[config.mk]
export PLATFORM = sky130hd
export DESIGN_NAME = stream_find_replace_top
export DESIGN_NICKNAME = d
export VERILOG_FILES = /design/src/rtl/sfr_pkg.sv /design/src/rtl/sfr_front.sv /design/src/rtl/sfr_queue.sv /design/src/rtl/sfr_back.sv /design/src/rtl/stream_find_replace_top.sv
export VERILOG_INCLUDE_DIRS = /design/src /design/src/rtl
export SDC_FILE = /design/constraint.sdc
export NUM_CORES = 1
export LEC_CHECK = 0
export BUFFER_PORTS_ARGS = -buffer_cell sky130_fd_sc_hd__buf_2
export CAP_MARGIN = 25
export CORE_UTILIZATION = 35
export CTS_CLUSTER_SIZE = 24
export DETAILED_ROUTE_END_ITERATION = 10
export MAX_ROUTING_LAYER = met4
export PLACE_DENSITY = 0.51
export RECOVER_POWER = 100
export SYNTH_ARGS = -nofsm -noshare
export SYNTH_HDL_FRONTEND = slang
export SYNTH_SLANG_ARGS = --single-unit
[constraint.sdc]
create_clock -name clk_i -period 9.45 [get_ports clk_i]
set_clock_uncertainty 0.2 [all_clocks]
set_input_delay 0.4725 -clock clk_i [delete_from_list [all_inputs] [get_ports clk_i]]
set_output_delay 0.4725 -clock clk_i [all_outputs]
set_load 0.1 [all_outputs]
[src/rtl/stream_find_replace_top_defines.svh]
// ---------------------------------------------------------------------------
// Assertion macros for the stream find-and-replace block
// Shared assertion forms, clocked on clk_i; SFR_ASSERT is disabled by the active-low reset rst_ni.
// ---------------------------------------------------------------------------
`ifndef STREAM_FIND_REPLACE_TOP_DEFINES_SVH
`define STREAM_FIND_REPLACE_TOP_DEFINES_SVH

// Check a property on every clock edge outside reset.
`define SFR_ASSERT(lbl, prop, msg) \
  lbl: assert property (@(posedge clk_i) disable iff (!rst_ni) (prop)) else $error(msg);

// Check a property on every clock edge, reset included.
`define SFR_ASSERT_ALWAYS(lbl, prop, msg) \
  lbl: assert property (@(posedge clk_i) (prop)) else $error(msg);

`endif

[src/rtl/sfr_pkg.sv]
// ---------------------------------------------------------------------------
// sfr_pkg
// Types and constants shared by the stream find-and-replace modules.
// ---------------------------------------------------------------------------
`timescale 1ns / 1ps

package sfr_pkg;

  localparam int MAX_PATTERN     = 8;
  localparam int MAX_REPLACEMENT = 8;

  // One job holds every byte that a single request emits: an evicted byte
  // followed by either the replacement or the flushed window.
  localparam int JOB_BYTES = 1 + ((MAX_PATTERN > MAX_REPLACEMENT) ? MAX_PATTERN
                                                                  : MAX_REPLACEMENT);
  localparam int JOB_W     = JOB_BYTES * 8;
  localparam int CNT_W     = $clog2(JOB_BYTES + 1);
  localparam int IDX_W     = (JOB_BYTES > 1) ? $clog2(JOB_BYTES) : 1;
  localparam int FILL_W    = $clog2(MAX_PATTERN + 1);

  localparam int QDEPTH    = 2;

  localparam int CFG_IDX_W  = 8;
  localparam int CFG_DATA_W = 64;

  localparam logic [CFG_IDX_W-1:0] CFG_PATTERN_BYTES     = 8'd0;
  localparam logic [CFG_IDX_W-1:0] CFG_PATTERN_LENGTH    = 8'd1;
  localparam logic [CFG_IDX_W-1:0] CFG_REPLACEMENT_BYTES = 8'd2;
  localparam logic [CFG_IDX_W-1:0] CFG_REPLACEMENT_LENGTH = 8'd3;

  typedef struct packed {
    logic [JOB_W-1:0] data;   // byte k in bits 8k+7:8k
    logic [CNT_W-1:0] cnt;    // number of data bytes, 0 for an end marker only
    logic             last;   // job closes the text
  } job_t;

  typedef struct packed {
    logic full;
    logic empty;
  } q_status_t;

endpackage

[src/rtl/sfr_front.sv]
// ---------------------------------------------------------------------------
// sfr_front
// Holds configuration and the match window; turns each byte into a job.
// ---------------------------------------------------------------------------
`timescale 1ns / 1ps

module sfr_front (
  input  logic                             clk_i,
  input  logic                             rst_ni,
  input  logic                             cfg_valid_i,
  input  logic [sfr_pkg::CFG_IDX_W-1:0]    cfg_index_i,
  input  logic [sfr_pkg::CFG_DATA_W-1:0]   cfg_data_i,
  input  logic                             in_valid_i,
  output logic                             in_ready_o,
  input  logic [7:0]                       in_byte_i,
  input  logic                             in_last_i,
  input  sfr_pkg::q_status_t               q_stat_i,
  output logic                             push_o,
  output sfr_pkg::job_t                    job_o
);

  localparam int MP     = sfr_pkg::MAX_PATTERN;
  localparam int MR     = sfr_pkg::MAX_REPLACEMENT;
  localparam int FILL_W = sfr_pkg::FILL_W;
  localparam int CNT_W  = sfr_pkg::CNT_W;
  localparam int JOB_W  = sfr_pkg::JOB_W;

  logic [63:0]           pat_q, rep_q;
  logic [3:0]            plen_q, rlen_q;
  logic [MP-1:0][7:0]    win_q;
  logic [FILL_W-1:0]     fill_q, fill_d;

  logic [FILL_W-1:0]     plen_eff, fill_mid, fill_new;
  logic [CNT_W-1:0]      rlen_eff, cnt;
  logic                  pass, evict, hit, accept, plen_wr;
  logic [MP-1:0][7:0]    win_shift, win_new;
  logic [JOB_W-1:0]      src, seq;

  assign in_ready_o = !q_stat_i.full;
  assign accept     = in_valid_i && in_ready_o;
  assign plen_wr    = cfg_valid_i && (cfg_index_i == sfr_pkg::CFG_PATTERN_LENGTH);

  always_comb begin
    plen_eff = (plen_q > 4'(MP)) ? FILL_W'(MP) : FILL_W'(plen_q);
    rlen_eff = (rlen_q > 4'(MR)) ? CNT_W'(MR) : CNT_W'(rlen_q);
    pass     = (plen_eff == '0);
    evict    = !pass && (fill_q >= plen_eff);
    fill_mid = evict ? (plen_eff - FILL_W'(1)) : fill_q;

    // Drop the oldest byte when the window is full, then place the new one.
    win_shift = evict ? (win_q >> 8) : win_q;
    for (int i = 0; i < MP; i++) begin
      win_new[i] = (FILL_W'(i) == fill_mid) ? in_byte_i : win_shift[i];
    end
    fill_new = fill_mid + FILL_W'(1);

    hit = !pass && (fill_new == plen_eff);
    for (int i = 0; i < MP; i++) begin
      if ((FILL_W'(i) < plen_eff) && (win_new[i] != pat_q[8*i +: 8])) begin
        hit = 1'b0;
      end
    end

    // Bytes after the evicted one: replacement on a hit, else the window.
    src = '0;
    for (int k = 0; k < MR; k++) begin
      if (hit) begin
        src[8*k +: 8] = rep_q[8*k +: 8];
      end
    end
    for (int k = 0; k < MP; k++) begin
      if (!hit) begin
        src[8*k +: 8] = win_new[k];
      end
    end

    if (pass) begin
      seq    = JOB_W'(in_byte_i);
      cnt    = CNT_W'(1);
      fill_d = fill_q;
    end else begin
      seq    = evict ? ((src << 8) | JOB_W'(win_q[0])) : src;
      cnt    = CNT_W'(evict) + (hit ? rlen_eff : (in_last_i ? CNT_W'(fill_new) : '0));
      fill_d = (hit || in_last_i) ? '0 : fill_new;
    end
  end

  assign push_o    = accept && ((cnt != '0) || in_last_i);
  assign job_o.data = seq;
  assign job_o.cnt  = cnt;
  assign job_o.last = in_last_i;

  always_ff @(posedge clk_i or negedge rst_ni) begin
    if (!rst_ni) begin
      pat_q  <= '0;
      rep_q  <= '0;
      plen_q <= '0;
      rlen_q <= '0;
      fill_q <= '0;
    end else begin
      if (plen_wr) begin
        fill_q <= '0;
      end else if (accept) begin
        fill_q <= fill_d;
      end
      if (cfg_valid_i) begin
        unique case (cfg_index_i)
          sfr_pkg::CFG_PATTERN_BYTES: begin
            pat_q <= cfg_data_i;
          end
          sfr_pkg::CFG_PATTERN_LENGTH: begin
            plen_q <= cfg_data_i[3:0];
          end
          sfr_pkg::CFG_REPLACEMENT_BYTES: begin
            rep_q <= cfg_data_i;
          end
          sfr_pkg::CFG_REPLACEMENT_LENGTH: begin
            rlen_q <= cfg_data_i[3:0];
          end
          default: begin
          end
        endcase
      end
    end
  end

  // Window bytes are only read below the fill level, so they need no reset.
  always_ff @(posedge clk_i) begin
    if (accept && !pass) begin
      win_q <= win_new;
    end
  end

endmodule

[src/rtl/sfr_queue.sv]
// ---------------------------------------------------------------------------
// sfr_queue
// Short job queue between the front and back parts.
// ---------------------------------------------------------------------------
`timescale 1ns / 1ps

module sfr_queue (
  input  logic               clk_i,
  input  logic               rst_ni,
  input  logic               push_i,
  input  sfr_pkg::job_t      job_i,
  input  logic               pop_i,
  output sfr_pkg::job_t      head_o,
  output sfr_pkg::q_status_t stat_o
);

  localparam int QD    = sfr_pkg::QDEPTH;
  localparam int PTR_W = (QD > 1) ? $clog2(QD) : 1;
  localparam int CNT_W = $clog2(QD + 1);

  sfr_pkg::job_t      mem_q [QD];
  logic [PTR_W-1:0]   wr_q, rd_q;
  logic [CNT_W-1:0]   cnt_q;

  assign stat_o.full  = (cnt_q == CNT_W'(QD));
  assign stat_o.empty = (cnt_q == '0);
  assign head_o       = mem_q[rd_q];

  always_ff @(posedge clk_i) begin
    if (push_i) begin
      mem_q[wr_q] <= job_i;
    end
  end

  always_ff @(posedge clk_i or negedge rst_ni) begin
    if (!rst_ni) begin
      wr_q  <= '0;
      rd_q  <= '0;
      cnt_q <= '0;
    end else begin
      if (push_i) begin
        wr_q <= (wr_q == PTR_W'(QD - 1)) ? '0 : wr_q + PTR_W'(1);
      end
      if (pop_i) begin
        rd_q <= (rd_q == PTR_W'(QD - 1)) ? '0 : rd_q + PTR_W'(1);
      end
      if (push_i && !pop_i) begin
        cnt_q <= cnt_q + CNT_W'(1);
      end else if (pop_i && !push_i) begin
        cnt_q <= cnt_q - CNT_W'(1);
      end
    end
  end

endmodule

[src/rtl/sfr_back.sv]
// ---------------------------------------------------------------------------
// sfr_back
// Walks the head job byte by byte into the output register.
// ---------------------------------------------------------------------------
`timescale 1ns / 1ps

module sfr_back (
  input  logic               clk_i,
  input  logic               rst_ni,
  input  sfr_pkg::job_t      head_i,
  input  sfr_pkg::q_status_t q_stat_i,
  output logic               pop_o,
  output logic               out_valid_o,
  input  logic               out_ready_i,
  output logic [7:0]         out_byte_o,
  output logic               byte_valid_o,
  output logic               out_last_o
);

  localparam int IDX_W = sfr_pkg::IDX_W;
  localparam int CNT_W = sfr_pkg::CNT_W;

  logic [IDX_W-1:0] idx_q;
  logic [IDX_W-1:0] last_idx;
  logic             advance, take, at_end;
  logic             valid_q, bv_q, last_q;
  logic [7:0]       byte_q;

  assign advance  = !valid_q || out_ready_i;
  assign take     = advance && !q_stat_i.empty;
  assign last_idx = (head_i.cnt == '0) ? '0 : IDX_W'(head_i.cnt - CNT_W'(1));
  assign at_end   = (idx_q == last_idx);
  assign pop_o    = take && at_end;

  always_ff @(posedge clk_i or negedge rst_ni) begin
    if (!rst_ni) begin
      valid_q <= 1'b0;
      idx_q   <= '0;
    end else if (advance) begin
      valid_q <= !q_stat_i.empty;
      if (take) begin
        idx_q <= at_end ? '0 : idx_q + IDX_W'(1);
      end
    end
  end

  always_ff @(posedge clk_i) begin
    if (take) begin
      byte_q <= (head_i.cnt == '0) ? 8'h00 : head_i.data[8*idx_q +: 8];
      bv_q   <= (head_i.cnt != '0);
      last_q <= head_i.last && at_end;
    end
  end

  assign out_valid_o  = valid_q;
  assign out_byte_o   = byte_q;
  assign byte_valid_o = bv_q;
  assign out_last_o   = last_q;

endmodule

[src/rtl/stream_find_replace_top.sv]
// ---------------------------------------------------------------------------
// stream_find_replace_top
// Streaming find-and-replace over a byte stream.
// ---------------------------------------------------------------------------
// The block takes one text byte per request and rewrites every leftmost,
// non-overlapping occurrence of the pattern (1 to 8 bytes) with the
// replacement (0 to 8 bytes); a pattern length of 0 passes bytes unchanged.
// A byte marked last flushes the held window and its final result carries
// out_last; if that byte yields no data, a single result with byte_valid 0
// carries the end marker. Throughput is one input byte per cycle while each
// byte yields at most one result and out_ready is high. The back end emits
// one result per cycle from the head job of a two-entry queue, stalled while
// out_ready is low; input ready drops while that queue is full. An accepted
// byte's job is written to the queue, then to the output register. Write
// configuration only while the block is idle; a write to the pattern length
// drops the bytes held in the window.
// ---------------------------------------------------------------------------
`timescale 1ns / 1ps
`include "stream_find_replace_top_defines.svh"

module stream_find_replace_top (
  input  logic                           clk_i,
  input  logic                           rst_ni,
  // configuration write channel
  input  logic                           cfg_valid_i,
  output logic                           cfg_ready_o,
  input  logic [sfr_pkg::CFG_IDX_W-1:0]  cfg_index_i,
  input  logic [sfr_pkg::CFG_DATA_W-1:0] cfg_data_i,
  // text input
  input  logic                           in_valid_i,
  output logic                           in_ready_o,
  input  logic [7:0]                     in_byte_i,
  input  logic                           in_last_i,
  // rewritten text output
  output logic                           out_valid_o,
  input  logic                           out_ready_i,
  output logic [7:0]                     out_byte_o,
  output logic                           byte_valid_o,
  output logic                           out_last_o
);

  sfr_pkg::job_t      push_job;
  sfr_pkg::job_t      head_job;
  sfr_pkg::q_status_t q_stat;
  logic               push;
  logic               pop;

  // Registers take a write in any cycle.
  assign cfg_ready_o = 1'b1;

  // Front: hold the window, compare against the pattern, build one job per
  // request that has anything to emit.
  sfr_front u_front (
    .clk_i       (clk_i),
    .rst_ni      (rst_ni),
    .cfg_valid_i (cfg_valid_i),
    .cfg_index_i (cfg_index_i),
    .cfg_data_i  (cfg_data_i),
    .in_valid_i  (in_valid_i),
    .in_ready_o  (in_ready_o),
    .in_byte_i   (in_byte_i),
    .in_last_i   (in_last_i),
    .q_stat_i    (q_stat),
    .push_o      (push),
    .job_o       (push_job)
  );

  // Queue: decouple the front from output backpressure.
  sfr_queue u_queue (
    .clk_i  (clk_i),
    .rst_ni (rst_ni),
    .push_i (push),
    .job_i  (push_job),
    .pop_i  (pop),
    .head_o (head_job),
    .stat_o (q_stat)
  );

  // Back: advance through the head job one result per cycle while out_ready is high.
  sfr_back u_back (
    .clk_i        (clk_i),
    .rst_ni       (rst_ni),
    .head_i       (head_job),
    .q_stat_i     (q_stat),
    .pop_o        (pop),
    .out_valid_o  (out_valid_o),
    .out_ready_i  (out_ready_i),
    .out_byte_o   (out_byte_o),
    .byte_valid_o (byte_valid_o),
    .out_last_o   (out_last_o)
  );

  // An end-marker-only result must close the text.
  `SFR_ASSERT(a_marker_is_last, (out_valid_o && !byte_valid_o) |-> out_last_o, "marker without last")
  // Never push a job into a full queue.
  `SFR_ASSERT_ALWAYS(a_no_overflow, !(push && q_stat.full), "job queue overflow")
  // Never pop an empty queue.
  `SFR_ASSERT(a_no_underflow, pop |-> !q_stat.empty, "job queue underflow")

endmodule
==> flow_summary.json <==
{
  "p_sw_uw": 3460,
  "grt_pass1_wl_mm": 85.8,
  "clk_pin_slew_ns": 0.06,
  "clockBufferDepth": 3,
  "critPathLaunchType": "register",
  "reg2reg_from": "u_front.plen_q[3]$_DFFE_PN0P_",
  "cp_max_fo": 54,
  "p_clk_share_pct": 20.6,
  "p_int_uw": 5040,
  "grt_max_degree": 92,
  "min_from": "cfg_data_i[56]",
  "relSlewSlack_pct": -253,
  "drive_gt1_share_pct": 22.2,
  "n_fill_cell": 5060,
  "drt_pass1_iterations": 6,
  "antenna_left": 0,
  "r2r_slack_ns": 0.67,
  "h-tree-depth": 2,
  "swShare_pct": 40.7,
  "drt-total-wl_mm": 57.9,
  "nets": 1713,
  "wl_per_cell_um": 24.7,
  "slew_viol_final": 405,
  "cts_tree": "yes",
  "finalWeightedCongestion": 0.893,
  "core.rowCount": 85,
  "cap_violations": 6,
  "hold_violations": 0,
  "seq_area_frac_synth_pct": 54.9,
  "ff_latch_area_mm2": 0.0106,
  "syn-num-nets": 1573,
  "synth_edf_count": 228,
  "areaGrowthSynthToFinish_pct": 16.1,
  "grt_setup_unrepaired": "no",
  "avgSynthCellArea_um2": 13.1,
  "synthCells": 1471,
  "cts_buffers": 45,
  "cts_resized": 0,
  "power_density_mw_per_mm2": 380,
  "clock_latency_ns": 0.59,
  "fmax_mhz": 114,
  "grt_overflow_total": 0,
  "multi_input_area_mm2": 0.00804,
  "initial_utilization_pct": 35.6,
  "vias_per_cell": 5.42,
  "antennaDiodeCount": 0,
  "setup_viol": 0,
  "postSynth.asyncResetShare_pct": 39.5,
  "clockRootBuffer": "clkbuf_16",
  "dieHeight_um": 237,
  "post-route-drc-count": 0,
  "whs_endpoint": "u_front.rep_q[56]$_DFFE_PN0P_",
  "vias": 12700,
  "critPathKind": "register to register",
  "synth_warnings": 0,
  "post_cts_buffers": 0,
  "grt_pass1_vias": 12700,
  "yosys_most_used_dff": "edfxtp_1",
  "core_mm2": 0.0541,
  "setup_tns_ns": 0,
  "end_kind": "register",
  "min_path_type": "primary input to register",
  "antenna_found_initial": 0,
  "fin_crit_sh_pct": 92.9,
  "final_common_cell": "edfxtp_1",
  "drtIter0Drc": 1041,
  "reg2reg_depth": 27,
  "ir_worst_vdd_mv": 0.212,
  "mostFrequentLayoutCells": "228 x edfxtp_1, 153 x mux2i_1, 148 x dfrtp_1, 138 x nand2_1, 134 x mux2_2",
  "fin_crit_ns": 8.78,
  "p_leak_uw": 0.00906,
  "ys_ff_latch": 377,
  "io_buffers": 97,
  "cts.sinks": 377,
  "hpwlAfterDp_mm": 41.4,
  "hold_ws_ns": 0.0305,
  "mappedNetlistArea_mm2": 0.0193,
  "combPwrFrac_pct": 45.4,
  "dieArea_mm2": 0.0560,
  "dieWidth_um": 237,
  "synth.distinct_cells": 80,
  "cp.required_ns": 9.45,
  "grt_usage_pct": 21.5,
  "violations": "max-capacitance violations, max-slew violations",
  "pin_count": 99,
  "outcome": "finished, violations left",
  "whs_path_depth": 2,
  "post-route-util_pct": 41.3,
  "cp.arrival_ns": 8.78,
  "power_frac_seq_pct": 34.0,
  "finalPower_uw": 8500,
  "max_slew.worst_pin.slew_ns": 5.30,
  "r2r-end": "u_queue.mem_q[0][42]$_DFFE_PP_"
}
## registers in the layout, indices dropped and copies added (netlist names), 2 cells and up
signal,count
u_back.out_byte_o,8
u_front.pat_q,64
u_back.idx_q,4
u_front.fill_q,4
u_queue.cnt_q,2
u_queue.mem_q,154
u_front.plen_q,4
u_front.win_q,64
u_front.rlen_q,4
u_front.rep_q,64
## per-layer routing
layer	track usage [%]	part of all wire, %	vias to the layer above	wire length (um)
li1	-	-	5803	-
met1	30.1	47	6492	27400
met2	32.8	46	335	26500
met3	3.09	4.7	78	2700
met4	5.55	2.3	0	1360
met5	-	0	-	0
## per-stage QoR
stage,cells,area [um^2],setup WS [ns]
2_1_floorplan,1471,19300,0.568
3_3_place_gp,2199,20400,1.05
3_5_place_dp,2200,20400,1.00
4_1_cts,2344,22500,0.913
5_1_grt,2344,22400,0.134
6_report,2344,22400,0.670
## worst max-delay path by stage
stage	start	endpoint	slack, ns	depth (start not counted)
after CTS	u_front.plen_q[3]$_DFFE_PN0P_	u_queue.mem_q[1][67]$_DFFE_PP_	0.91	27
final	u_front.plen_q[3]$_DFFE_PN0P_	u_queue.mem_q[0][42]$_DFFE_PP_	0.67	27
after global placement	u_front.plen_q[3]$_DFFE_PN0P_	u_queue.mem_q[1][52]$_DFFE_PP_	1.05	26
after floorplan	u_front.plen_q[3]$_DFFE_PN0P_	u_queue.mem_q[0][0]$_DFFE_PP_	0.57	33
after global routing	u_front.plen_q[3]$_DFFE_PN0P_	u_queue.mem_q[0][32]$_DFFE_PP_	0.13	27
after detailed placement	u_front.plen_q[3]$_DFFE_PN0P_	u_queue.mem_q[0][48]$_DFFE_PP_	1.0	27
## synth_stat cells, types with 3 or more instances
master | instances | area share [%]
nor3_1 | 7 | 0.18
a211oi_1 | 4 | 0.16
o211a_1 | 10 | 0.52
and2_1 | 11 | 0.36
nand2_1 | 138 | 2.7
clkbuf_1 | 37 | 0.72
a21o_1 | 3 | 0.12
o22ai_1 | 15 | 0.49
nor2_1 | 74 | 1.4
and3_1 | 48 | 1.6
nand3b_1 | 3 | 0.12
o211ai_1 | 31 | 1.2
dfrtp_1 | 149 | 19
inv_1 | 34 | 0.66
mux2_1 | 7 | 0.41
a211o_1 | 8 | 0.36
buf_1 | 16 | 0.31
mux2_2 | 143 | 8.4
mux2i_1 | 153 | 8.0
buf_2 | 10 | 0.26
nand2b_1 | 7 | 0.23
nor2b_1 | 7 | 0.23
nand3_1 | 11 | 0.29
o21a_1 | 5 | 0.19
or4_1 | 9 | 0.35
buf_6 | 13 | 0.76
ha_1 | 16 | 1.0
nand4_1 | 15 | 0.49
a21oi_1 | 26 | 0.68
xor2_1 | 29 | 1.3
buf_4 | 8 | 0.31
nor4_1 | 12 | 0.39
edfxtp_1 | 228 | 36
a32o_1 | 3 | 0.16
xnor2_1 | 37 | 1.7
a211oi_2 | 9 | 0.58
o21ai_0 | 38 | 0.99
mux4_2 | 40 | 4.7
o31ai_1 | 5 | 0.19
## critical path, stage by stage, from the launching register on
cell and delay (ns):
dfrtp_1 0.55, nor2b_1 0.53, ha_1 0.37, nor3b_4 0.38, o21ai_4 0.14, nand2_8 0.25
nor2_1 0.08, a21oi_1 0.30, ha_1 0.35, nand2_1 0.12, a21oi_2 0.43, nor2_1 0.35
mux2i_1 0.38, xor2_1 0.16, nor4_2 0.72, nand4_1 0.20, and4bb_4 0.43, o21a_4 0.16
nand3b_1 0.07, o21ai_0 0.09, ha_1 0.23, a31oi_1 0.14, nor4b_1 0.17, o21ai_0 0.21
o211a_1 0.26, o311a_1 0.29, nor2b_4 0.18, buf_4 0.59
## kinds of logic (layout without fill, tap and decap cells)
family          count (synthesis)  in the layout  synth area share (%)
flops                         377            377                  54.9
simple gates                  364            364                  9.63
mux                           343            343                  21.4
compound gates                183            183                  6.89
buf+inv                       121            298                  3.11
xor+xnor                       66             66                  3.00
fa+ha+maj                      16             16                  1.04
other cells                     1              1                0.0195
## power groups by stage
| stage | Clock [uW] | Combinational [uW] | Sequential [uW] |
|---|---|---|---|
| floorplan | 0 | 2510 | 2950 |
| global placement | 0 | 3830 | 2900 |
| detailed placement | 0 | 3870 | 2910 |
| CTS | 1800 | 3900 | 2880 |
| global route | 1860 | 4140 | 2940 |
| finish | 1750 | 3860 | 2890 |
## cell type report
| cell class | count | share of cell area (%) |
|---|---|---|
| sequential | 377 | 47.3 |
| multi-input combinational | 973 | 35.9 |
| clock buffer | 66 | 6.13 |
| timing repair buffer | 177 | 5.44 |
| tap | 696 | 3.90 |
| inverter | 37 | 0.644 |
| clock inverter | 18 | 0.633 |
## repair_timing
item	in CTS	in global routing
setup endpoints to repair	0	0
hold buffers	60	0
endpoints found under the hold margin	209	0
Power figures use the tool's default switching activity.
